### src/rtl/core/sjf_pkg.sv
// Shared types and constants for the shortest-job-first scheduler.
// Used by sjf_ctrl, sjf_datapath and nonpreemptive_sjf_scheduler; no dependencies.
package sjf_pkg;

    localparam int TIME_W = 16;
    localparam int SLOT_OUT_W = 4;

    // Per-slot job status codes
    localparam logic [1:0] ST_EMPTY = 2'd0;
    localparam logic [1:0] ST_WAIT  = 2'd1;
    localparam logic [1:0] ST_READY = 2'd2;
    localparam logic [1:0] ST_DONE  = 2'd3;

    // One job table entry
    typedef struct packed {
        logic [TIME_W-1:0] arrival;
        logic [TIME_W-1:0] remaining;
    } job_entry_t;

    // Commands from controller to datapath
    typedef struct packed {
        logic load;   // store a job request
        logic start;  // open a tick, clear the candidate
        logic eval;   // table read data is valid for evaluation
        logic exec;   // run one time unit and emit the result
    } sjf_cmd_t;

    // Status from datapath to controller
    typedef struct packed {
        logic out_free;  // output register can take a new result
    } sjf_sts_t;

endpackage

### src/rtl/core/sjf_ctrl.sv
// Controller state machine for the shortest-job-first scheduler.
// Depends on sjf_pkg; drives sjf_datapath through sjf_cmd_t and the table read address.
module sjf_ctrl
    import sjf_pkg::*;
#(
    parameter int MAX_JOBS = 16,
    parameter int IDX_W    = 4
)
(
    input  logic             clk,
    input  logic             rst_n,
    input  logic             s_tvalid,
    input  logic             mode,
    output logic             s_tready,
    output sjf_cmd_t         cmd,
    output logic [IDX_W-1:0] rd_addr,
    input  sjf_sts_t         sts
);

    localparam logic [2:0] S_IDLE  = 3'd0;
    localparam logic [2:0] S_SCAN  = 3'd1;
    localparam logic [2:0] S_DRAIN = 3'd2;
    localparam logic [2:0] S_EXEC  = 3'd3;

    localparam logic [IDX_W-1:0] LAST_IDX = IDX_W'(MAX_JOBS - 1);

    logic [2:0]       state_reg;
    logic [2:0]       state_next;
    logic [IDX_W-1:0] idx_reg;
    logic [IDX_W-1:0] idx_next;
    logic             eval_reg;
    logic             accept;

    assign s_tready = (state_reg == S_IDLE);
    assign accept   = s_tvalid && s_tready;
    assign rd_addr  = idx_reg;

    // Decode commands
    always_comb
    begin
        cmd.load  = accept && !mode;
        cmd.start = accept && mode;
        cmd.eval  = eval_reg;
        cmd.exec  = (state_reg == S_EXEC) && sts.out_free;
    end

    // Next state and scan index
    always_comb
    begin
        state_next = state_reg;
        idx_next   = idx_reg;
        unique case (state_reg)
            S_IDLE:
            begin
                idx_next = '0;
                if (accept && mode)
                begin
                    state_next = S_SCAN;
                end
            end
            S_SCAN:
            begin
                if (idx_reg == LAST_IDX)
                begin
                    state_next = S_DRAIN;
                end
                else
                begin
                    idx_next = idx_reg + IDX_W'(1);
                end
            end
            S_DRAIN:
            begin
                state_next = S_EXEC;
            end
            S_EXEC:
            begin
                if (sts.out_free)
                begin
                    state_next = S_IDLE;
                end
            end
            default:
            begin
                state_next = S_IDLE;
            end
        endcase
    end

    // Hold state, index and read-valid flag
    always_ff @(posedge clk or negedge rst_n)
    begin
        if (!rst_n)
        begin
            state_reg <= S_IDLE;
            idx_reg   <= '0;
            eval_reg  <= 1'b0;
        end
        else
        begin
            state_reg <= state_next;
            idx_reg   <= idx_next;
            eval_reg  <= (state_reg == S_SCAN);
        end
    end

endmodule

### src/rtl/core/sjf_datapath.sv
// Datapath of the shortest-job-first scheduler: job table memory, slot status,
// candidate search registers, running job, time counter and output register. Depends on sjf_pkg.
module sjf_datapath
    import sjf_pkg::*;
#(
    parameter int MAX_JOBS = 16,
    parameter int IDX_W    = 4,
    parameter int CNT_W    = 5
)
(
    input  logic                  clk,
    input  logic                  rst_n,
    input  sjf_cmd_t              cmd,
    input  logic [IDX_W-1:0]      rd_addr,
    output sjf_sts_t              sts,
    input  logic [TIME_W-1:0]     arrival_time,
    input  logic [TIME_W-1:0]     burst_time,
    output logic                  out_valid,
    input  logic                  out_ready,
    output logic [SLOT_OUT_W-1:0] job_slot,
    output logic                  job_running,
    output logic                  job_finished,
    output logic [TIME_W-1:0]     tick_time
);

    localparam logic [CNT_W-1:0] CAPACITY = CNT_W'(MAX_JOBS);

    job_entry_t           table_mem [MAX_JOBS];
    job_entry_t           rd_data_reg;
    logic [IDX_W-1:0]     rd_idx_reg;
    logic [1:0]           status_reg [MAX_JOBS];
    logic [CNT_W-1:0]     loaded_reg;
    logic [TIME_W-1:0]    time_reg;
    logic                 found_reg;
    logic [IDX_W-1:0]     best_idx_reg;
    logic [TIME_W-1:0]    best_rem_reg;
    logic [TIME_W-1:0]    best_arr_reg;
    logic                 busy_reg;
    logic [IDX_W-1:0]     cur_slot_reg;
    logic [TIME_W-1:0]    run_rem_reg;
    logic                 out_valid_reg;
    logic [SLOT_OUT_W-1:0] out_slot_reg;
    logic                 out_running_reg;
    logic                 out_finished_reg;
    logic [TIME_W-1:0]    out_time_reg;

    logic                 load_ok;
    logic [1:0]           eval_status;
    logic                 admit;
    logic                 cand_ready;
    logic                 cand_better;
    logic                 run_go;
    logic [IDX_W-1:0]     run_slot;
    logic [TIME_W-1:0]    run_rem;
    logic [TIME_W-1:0]    new_rem;
    logic                 run_fin;
    logic [IDX_W+SLOT_OUT_W-1:0] slot_ext;

    assign load_ok = cmd.load && (loaded_reg < CAPACITY);

    // Table memory: one write port for loads, one registered read port for the scan
    always_ff @(posedge clk)
    begin
        if (load_ok)
        begin
            table_mem[loaded_reg[IDX_W-1:0]] <= '{arrival: arrival_time, remaining: burst_time};
        end
        rd_data_reg <= table_mem[rd_addr];
        rd_idx_reg  <= rd_addr;
    end

    // Evaluate one scanned slot: admit it, then weigh it against the candidate
    always_comb
    begin
        eval_status = status_reg[rd_idx_reg];
        admit       = (eval_status == ST_WAIT) && (rd_data_reg.arrival <= time_reg);
        cand_ready  = (eval_status == ST_READY) || admit;
        cand_better = !found_reg
                   || (rd_data_reg.remaining < best_rem_reg)
                   || ((rd_data_reg.remaining == best_rem_reg)
                       && (rd_data_reg.arrival < best_arr_reg));
    end

    // Pick the job to run and advance it one unit
    always_comb
    begin
        run_go   = busy_reg || found_reg;
        run_slot = busy_reg ? cur_slot_reg : best_idx_reg;
        run_rem  = busy_reg ? run_rem_reg : best_rem_reg;
        new_rem  = run_rem - TIME_W'(1);
        run_fin  = (new_rem == '0);
        slot_ext = {{SLOT_OUT_W{1'b0}}, run_slot};
    end

    // Slot status: set on load, promote on admission, retire on completion
    always_ff @(posedge clk or negedge rst_n)
    begin
        if (!rst_n)
        begin
            for (int i = 0; i < MAX_JOBS; i++)
            begin
                status_reg[i] <= ST_EMPTY;
            end
        end
        else
        begin
            if (load_ok)
            begin
                status_reg[loaded_reg[IDX_W-1:0]] <= (burst_time == '0) ? ST_DONE : ST_WAIT;
            end
            if (cmd.eval && admit)
            begin
                status_reg[rd_idx_reg] <= ST_READY;
            end
            if (cmd.exec && run_go && run_fin)
            begin
                status_reg[run_slot] <= ST_DONE;
            end
        end
    end

    // Control registers: fill count, time, candidate flag, running job
    always_ff @(posedge clk or negedge rst_n)
    begin
        if (!rst_n)
        begin
            loaded_reg   <= '0;
            time_reg     <= '0;
            found_reg    <= 1'b0;
            busy_reg     <= 1'b0;
            cur_slot_reg <= '0;
        end
        else
        begin
            if (load_ok)
            begin
                loaded_reg <= loaded_reg + CNT_W'(1);
            end
            if (cmd.start)
            begin
                found_reg <= 1'b0;
            end
            else if (cmd.eval && !busy_reg && cand_ready && cand_better)
            begin
                found_reg <= 1'b1;
            end
            if (cmd.exec)
            begin
                if (run_go)
                begin
                    cur_slot_reg <= run_slot;
                end
                busy_reg <= run_go && !run_fin;
                if (time_reg != '1)
                begin
                    time_reg <= time_reg + TIME_W'(1);
                end
            end
        end
    end

    // Candidate and running remaining time
    always_ff @(posedge clk)
    begin
        if (cmd.eval && !busy_reg && cand_ready && cand_better)
        begin
            best_idx_reg <= rd_idx_reg;
            best_rem_reg <= rd_data_reg.remaining;
            best_arr_reg <= rd_data_reg.arrival;
        end
        if (cmd.exec && run_go)
        begin
            run_rem_reg <= new_rem;
        end
    end

    // Output register: hold a result until taken
    always_ff @(posedge clk or negedge rst_n)
    begin
        if (!rst_n)
        begin
            out_valid_reg <= 1'b0;
        end
        else if (cmd.exec)
        begin
            out_valid_reg <= 1'b1;
        end
        else if (out_ready)
        begin
            out_valid_reg <= 1'b0;
        end
    end

    always_ff @(posedge clk)
    begin
        if (cmd.exec)
        begin
            out_slot_reg     <= run_go ? slot_ext[SLOT_OUT_W-1:0] : '0;
            out_running_reg  <= run_go;
            out_finished_reg <= run_go && run_fin;
            out_time_reg     <= time_reg;
        end
    end

    assign sts.out_free  = !out_valid_reg || out_ready;
    assign out_valid     = out_valid_reg;
    assign job_slot      = out_slot_reg;
    assign job_running   = out_running_reg;
    assign job_finished  = out_finished_reg;
    assign tick_time     = out_time_reg;

`ifndef NO_ASSERTIONS
    // A running job keeps its slot in the ready state
    assert property (@(posedge clk) disable iff (!rst_n)
        busy_reg |-> status_reg[cur_slot_reg] == ST_READY)
        else $error("running slot not in ready state");

    // A completing job releases the processor
    assert property (@(posedge clk) disable iff (!rst_n)
        (cmd.exec && run_go && run_fin) |=> !busy_reg)
        else $error("processor still busy after completion");

    // Every executed tick leaves a valid result
    assert property (@(posedge clk) disable iff (!rst_n)
        cmd.exec |=> out_valid_reg)
        else $error("tick result missing");

    // Time only moves on an executed tick
    assert property (@(posedge clk) disable iff (!rst_n)
        !cmd.exec |=> $stable(time_reg))
        else $error("time changed outside a tick");

    // The fill count never exceeds the table size
    assert property (@(posedge clk) disable iff (!rst_n)
        loaded_reg <= CAPACITY)
        else $error("fill count beyond capacity");
`endif

endmodule

### src/rtl/core/nonpreemptive_sjf_scheduler.sv
// Non-preemptive shortest-job-first scheduler. A request with tuser = 0 loads a job
// (ready time, burst) into the next free table slot; loads beyond MAX_JOBS are dropped,
// and a zero burst is stored as already done. A request with tuser = 1 is a tick: it
// admits jobs whose ready time has come, picks the ready job with the least remaining
// time (ties to earlier ready time, then lower slot) if none is running, runs it one
// unit and returns one result with the slot, running and finished flags and the tick's
// time, which saturates at 65535. The job table sits in a memory with one registered
// read port that a tick sweeps one slot per cycle, followed by a drain step for the last
// read and an execute step that loads the result register. No new request is accepted
// while a tick is in progress. The input is accepted again as soon as the tick's result
// is loaded, even while that result still waits downstream; a following tick then holds
// in its execute step until the result is taken.
// Depends on sjf_pkg, sjf_ctrl and sjf_datapath.
module nonpreemptive_sjf_scheduler
    import sjf_pkg::*;
#(
    parameter int MAX_JOBS = 16
)
(
    input  logic        clk,
    input  logic        rst_n,
    input  logic        s_tvalid,
    output logic        s_tready,
    input  logic [31:0] s_tdata,   // [15:0] arrival_time, [31:16] burst_time
    input  logic        s_tuser,   // [0] mode
    output logic        m_tvalid,
    input  logic        m_tready,
    output logic [23:0] m_tdata    // [3:0] job_slot, [4] job_running, [5] job_finished,
                                   // [21:6] tick_time, [23:22] zero
);

    localparam int IDX_W = (MAX_JOBS > 1) ? $clog2(MAX_JOBS) : 1;
    localparam int CNT_W = $clog2(MAX_JOBS + 1);

    sjf_cmd_t              cmd;
    sjf_sts_t              sts;
    logic [IDX_W-1:0]      rd_addr;
    logic [SLOT_OUT_W-1:0] job_slot;
    logic                  job_running;
    logic                  job_finished;
    logic [TIME_W-1:0]     tick_time;

    sjf_ctrl #(
        .MAX_JOBS (MAX_JOBS),
        .IDX_W    (IDX_W)
    ) u_ctrl (
        .clk      (clk),
        .rst_n    (rst_n),
        .s_tvalid (s_tvalid),
        .mode     (s_tuser),
        .s_tready (s_tready),
        .cmd      (cmd),
        .rd_addr  (rd_addr),
        .sts      (sts)
    );

    sjf_datapath #(
        .MAX_JOBS (MAX_JOBS),
        .IDX_W    (IDX_W),
        .CNT_W    (CNT_W)
    ) u_datapath (
        .clk          (clk),
        .rst_n        (rst_n),
        .cmd          (cmd),
        .rd_addr      (rd_addr),
        .sts          (sts),
        .arrival_time (s_tdata[15:0]),
        .burst_time   (s_tdata[31:16]),
        .out_valid    (m_tvalid),
        .out_ready    (m_tready),
        .job_slot     (job_slot),
        .job_running  (job_running),
        .job_finished (job_finished),
        .tick_time    (tick_time)
    );

    // Pack the result fields
    assign m_tdata = {2'b00, tick_time, job_finished, job_running, job_slot};

endmodule
### config.mk
export PLATFORM = sky130hd
export DESIGN_NAME = nonpreemptive_sjf_scheduler
export DESIGN_NICKNAME = d
export VERILOG_FILES = /design/src/rtl/core/sjf_pkg.sv /design/src/rtl/core/sjf_ctrl.sv /design/src/rtl/core/sjf_datapath.sv /design/src/rtl/core/nonpreemptive_sjf_scheduler.sv
export SDC_FILE = /design/constraint.sdc
export NUM_CORES = 1
export LEC_CHECK = 0
export ABC_AREA = 1
export ABC_CLOCK_PERIOD_IN_PS = 12290
export BUFFER_PORTS_ARGS = -buffer_cell sky130_fd_sc_hd__clkbuf_2
export CAP_MARGIN = 20
export CORE_UTILIZATION = 30
export CTS_CLUSTER_SIZE = 10
export DETAILED_ROUTE_END_ITERATION = 10
export HOLD_SLACK_MARGIN = 0.12
export PLACE_DENSITY = 0.53
export SETUP_SLACK_MARGIN = 0.15
export SLEW_MARGIN = 20
export SYNTH_ARGS = -nofsm -noshare
export SYNTH_HDL_FRONTEND = slang
export SYNTH_SLANG_ARGS = --single-unit
### constraint.sdc
create_clock -name clk -period 12.29 [get_ports clk]
set_input_delay 1.229 -clock clk [delete_from_list [all_inputs] [get_ports clk]]
set_output_delay 1.229 -clock clk [all_outputs]
set_load 0.01 [all_outputs]
; ---- After elaboration in Yosys (flattened, before gate mapping)
; Memories as Yosys holds them, arrays and structs flattened. A register that Yosys moved wholly into a read port is not among the register bits.
; Index checks and enable logic that the tools add are counted.
[totals]
memories = 1
output_inout_bits = 26
in_bits = 37
register_bits = 146
ram_bits = 512
wordCells = 134
[classes]
n_lt_le_gt_ge = 10
n_reduce_logical = 38
eq_ne = 12
n_bitwise = 7
add_sub_neg = 4
mux = 28
[memory_table]
columns = memory, depth, width, read_ports, rd_clocked_by_memory_dff, wr, line
row1 = u_datapath.table_mem, 16, 32, 1, 1, 1, sjf_datapath.sv:28  ; job_entry_t table_mem [MAX_JOBS];
[ops]
columns = cell, n
row1 = $mux W32, 3
row2 = $bwmux W32, 1
row3 = $logic_not A16 Y1, 2
row4 = $lt A16 B16 Y1, 2
row5 = $or A32 B32 Y32, 1
row6 = $demux W2 S4, 3
row7 = $logic_and A1 B1 Y1, 18
row8 = $add A16 B1 Y16 const B, 1
row9 = $and A16 B16 Y16, 1
row10 = $eq A16 B16 Y1, 1
row11 = $le A16 B16 Y1, 1
row12 = $mux W16, 1
row13 = $ne A16 B16 Y1 const B, 1
row14 = $not A16 Y16, 1
row15 = $or A16 B16 Y16, 1
row16 = $sub A16 B1 Y16 const B, 1
row17 = $ge A5 B5 Y1 const B, 3
row18 = $lt A5 B1 Y1 const B, 3
row19 = $not A4 Y5, 3
row20 = $mux W2, 6
row21 = $pmux W3 S4, 1
row22 = $mux W3, 3
row23 = $bmux W2 S4, 1
row24 = $mux W4, 2
row25 = 18 further kinds, 38

; ---- Logic depth before layout (Yosys ltp)
[depth]
ltp_word = 11
mapped_depth = 19
depth_no_buf = 17

; ---- Hierarchy
; Synthesis repeated with hierarchy kept, for this count alone.
[unflattened]
hier_cells = 2463
hier_area_um2 = 29768.6
[modules_own_cells]
columns = module, seq_area_each_um2, n_inst, cells_per_inst, area_each_um2
row1 = sjf_datapath, 19819.0, 1, 2402, 29288.1
row2 = sjf_ctrl, 175.2, 1, 56, 446.7
row3 = nonpreemptive_sjf_scheduler, 0.0, 1, 5, 33.8

; ---- Worst setup path after synthesis
; No wires, ideal clock.
[synth_timing]
kind = input -> register
startpoint = input s_tvalid
endpoint = register u_datapath.status_reg[27] (netlist name)
required_time_ps = 12225
setup_time_ps = 65
n_path_buf = 0
path_stages = 10
arrival_ps = 4686
slack_ps = 7539
path_cell_list = nand2_1 nor3_2 inv_1 nor3_1 nand2_1 o211ai_1 nand4_1 nand2_1 inv_1 nand2_1
[synth_between]
elab_chain_cells = 8
[synth_lines]
columns = element, line
row1 = start: declaration, nonpreemptive_sjf_scheduler.sv:22  ; input logic s_tvalid,
row2 = $logic_and A1 B1 Y1 (*), sjf_ctrl.sv:35  ; assign accept = s_tvalid && s_tready;
row3 = $logic_and A1 B1 Y1 (*), sjf_ctrl.sv:41  ; cmd.load = accept && !mode;
row4 = $logic_and A1 B1 Y1 (*), sjf_datapath.sv:59  ; assign load_ok = cmd.load && (loaded_reg < CAPACITY);
row5 = $mux W32 (*), sjf_datapath.sv:107  ; if (load_ok)
row6 = $or A16 B16 Y16 (no line), --
row7 = $mux W32 (*), sjf_datapath.sv:111  ; if (cmd.eval && admit)
row8 = $or A32 B32 Y32 (no line), --
row9 = $mux W32 (*), sjf_datapath.sv:115  ; if (cmd.exec && run_go && run_fin)
row10 = end signal: indexed assignment, sjf_datapath.sv:109  ; status_reg[loaded_reg[IDX_W-1:0]] <= (burst_time == '0) ? ST_DONE : ST_WAIT;
row11 = end: declaration, sjf_datapath.sv:31  ; logic [1:0] status_reg [MAX_JOBS];
; Mark *: on every way between the ends. The rest lies on a longest branch, timed or not.
; A chain may end at the register's enable or synchronous reset.

; ---- Final worst setup path
[layout_timing]
startpoint = register u_datapath.rd_idx_reg[1]
endpoint = register u_datapath.status_reg[20] (netlist name)
[layout_between]
elab_chain_cells = 10
elab_cells_between_ends = 17
cone_classes = 2 x order compare / 1 x eq/ne / 7 x mux / 4 x bitwise / 3 x reduce/logical
[layout_lines]
columns = element, line
row1 = start: declaration, sjf_datapath.sv:30  ; logic [IDX_W-1:0] rd_idx_reg;
row2 = start signal: assignment, sjf_datapath.sv:69  ; rd_idx_reg <= rd_addr;
row3 = $not A4 Y5 (implied by the code) (*), "sjf_datapath.sv:75, sjf_datapath.sv:113"
row4 = "$ge A5 B5 Y1 (implied by the code), or another cell as far along", sjf_datapath.sv:113  ; status_reg[rd_idx_reg] <= ST_READY;
row5 = $logic_and A1 B1 Y1 (implied by the code) / $mux W2 (equally long branches), "sjf_datapath.sv:113, sjf_datapath.sv:75"
row6 = "$mux W2, on equally long branches", "sjf_datapath.sv:113, sjf_datapath.sv:75"
row7 = $demux W2 S4 / $eq A2 B1 Y1 (equally long branches), "sjf_datapath.sv:113, sjf_datapath.sv:76"
row8 = $not A16 Y16 (no line) / $logic_and A1 B1 Y1 (equally long branches), --
row9 = $and A16 B16 Y16 (no line) / $logic_and A1 B1 Y1 (equally long branches), --
row10 = $mux W32 (*), sjf_datapath.sv:111
row11 = $or A32 B32 Y32 (no line), --
row12 = $mux W32 (*), sjf_datapath.sv:115
; Mark *: on every way between the ends. The rest lies on a longest branch, timed or not. The select of a mux whose other input is x is not followed.

==> results.cfg <==
[floorplanning]
dieArea_sq_um = 98200
io_pins = 63
coreArea_sq_um = 95400
fp-row-count = 113
initial_utilization_pct = 30.5
die_h_um = 313
die_x_um = 313

[clock_tree]
clkTransAtPathRegs_ns = 0.06
cts_resized = 0
numCtsBuffers = 83
cts_tree = done
postCtsSetupBuffers = 0
cts.path.max_buffers = 3
cts_root_buf = clkbuf_16
cts_hold_buf = 0
cts_htree_levels = 3
clock_latency_ns = 0.63
numClockSinks = 689

[sta]
period_minus_slack_ns = 3.24
fin_hold_ws_ns = 0.430
skew_ns = 0.0168
final_max_slew_viol_count = 0
worst_pin_slew_ns = 1.09
period_share_pct = 26.3
hold_viol = 0
slew_headroom_pct = 27.1
setup-violations-final = 0
max_freq_ghz = 0.309
rsz0062_at_grt = no
fin_setup_tns_ns = 0

[pwr]
power.density_nw_per_um2 = 209
p_comb_share_pct = 24.6
switching_power_mw = 2.36
power.leakage_nw = 12.3
clockPowerShare_pct = 33.0
swShare_pct = 33.9
internal_power_mw = 4.61
pwr-share-seq_pct = 42.5
ir_worst_vdd_mv = 0.122

[finish]
final_area_sq_um = 33300
largest_reg_flops = 512
utilization_pct = 34.9
drive_above_1_share_pct = 10.9
fin_cells = 3881
fin_nets = 2645
area.growth.synth_to_final_pct = 14.7

[worst_setup_path]
crit_end = u_datapath.status_reg[20]
crit_required_ns = 12.79
crit_path_max_fanout = 32
path_class = reg2reg
rrSetupSlack_ns = 9.05
worstRegToRegCells = 11
end_kind = flop
r2r_start = u_datapath.rd_idx_reg[1]
rr_endpoint = u_datapath.status_reg[20]
start_kind = flop
arrival_ns = 3.74
critPathLaunch = u_datapath.rd_idx_reg[1]

[placed_design]
place_hpwl_um = 43700
placed_cells = 3727
gp_congestion = 0.840
portBuffers = 60
dpl_cell_area_sq_um = 30700

[logic_synthesis]
yosysSeqAreaShare_pct = 68.8
syn_inst = 2491
yosysMostFrequentCell = edfxtp_1
avgSynthCellArea_sq_um = 11.7
synth_cell_types = 48
synth_common_cells = edfxtp_1, nand2_1, o21ai_0
synth.area.top_cells = edfxtp_1, nand2_1, dfrtp_1
synth_seq_cells = 689
synth-main-ff-cell = edfxtp_1
synth_warnings = 0
synth_top_area_share_pct = 60.5
synth_edf_count = 586
synthesis.area_sq_um = 29100
yosysTopAreaCell = edfxtp_1
ys_async_sr_fraction_pct = 9.72

[status]
status = completed

[grt]
gr-usage-all-layers_pct = 15.5
antenna_found_initial = 10
gr-total-overflow = 0
grt_pass1_wl_um = 116000
grt_max_degree = 94
grt_pass1_vias = 18300

[run]
maxCapViolCount = 0

[route]
ant_nets = 0
via_per_inst = 4.81
drtPass1Iterations = 5
wl_per_cell_um = 19.5
vias = 18700
drtIter0Drc = 1545
drc_errors = 0
wl_um = 75700

[hold_path]
hp-class = reg2reg
worstHoldStart = u_datapath.rd_data_reg[12]
## cells in the final DEF (no fill, tap or decap), types with 16 or more instances in the layout
master / synthesis / layout
o22ai_1: 41 / 41
nor2_1: 230 / 224
clkbuf_2: 0 / 59
o21ai_0: 232 / 232
ha_1: 59 / 59
dfrtp_1: 67 / 63
clkbuf_1: 94 / 50
inv_1: 165 / 153
nand2_2: 21 / 22
clkbuf_16: 0 / 84
nand3_1: 75 / 75
o221ai_1: 26 / 26
nand2_1: 504 / 503
dfxtp_1: 36 / 36
xor2_1: 17 / 17
a21oi_1: 100 / 100
buf_4: 6 / 31
o211ai_1: 16 / 16
nand4_1: 63 / 63
a221oi_1: 39 / 39
edfxtp_1: 586 / 586
## per-layer routing
metal	GRT usage [%]	routed length (um)	share of wire (%)	vias to the layer above
met1	21.9	34900	46	9103
met4	3.88	1540	2.0	6
li1	-	-	-	8971
met5	0	42	0.055	-
met3	2.83	4440	5.9	115
met2	24.5	34800	46	475
## worst max-delay path, stage by stage (launching register included)
cell	delay [ns]
dfxtp_1	0.36
inv_1	0.07
nor2_1	0.58
nand2_1	0.11
o21ai_0	0.11
o21ai_0	0.10
nand2_1	0.08
nor2_1	0.07
nor2_4	0.44
nand3_2	0.68
o21ai_0	0.40
nand2_1	0.08
## final cells by class
cell class	count	area [sq um]
fillers	9408	62100
flip-flops and latches	689	20000
multi-input cells	1510	7950
clock buffers	135	2300
well taps	1265	1580
inverters	172	664
repair buffers	93	596
clock inverters	16	243
diodes	1	2.50
## kinds of logic after synthesis
logic type,Yosys count,synth area share [%]
xor+xnor,19,0.572
compound gates,479,9.56
other cells,1,0.0129
fa+ha+maj,59,2.54
flops,689,68.8
simple gates,951,14.4
buf+inv,293,4.14
## power by group through the flow
stage / registers [mW] / clock network [mW] / logic, mW
after CTS: 2.96 / 2.34 / 1.73
after detailed placement: 3.01 / 0 / 1.73
after floorplan: 2.90 / 0 / 1.20
after global placement: 3.01 / 0 / 1.72
after global routing: 2.98 / 2.44 / 1.94
final: 2.96 / 2.30 / 1.71
## worst min-delay path by stage
stage,to,slack (ns),depth (start not counted)
floorplan,u_datapath.rd_idx_reg[3],0.35,0
global placement,u_datapath.best_arr_reg[0],0.41,0
detailed placement,u_datapath.best_rem_reg[2],0.43,0
CTS,u_datapath.best_rem_reg[12],0.43,0
global route,u_datapath.best_rem_reg[12],0.45,0
finish,u_datapath.best_rem_reg[12],0.43,0
## per-stage QoR
step	power (mW)	setup slack [ns]
6_report	6.97	9.05
3_3_place_gp	4.73	8.87
5_1_grt	7.36	8.76
2_1_floorplan	4.10	7.54
4_1_cts	7.04	8.85
3_5_place_dp	4.74	8.87
(Power assumes the default switching activity.)
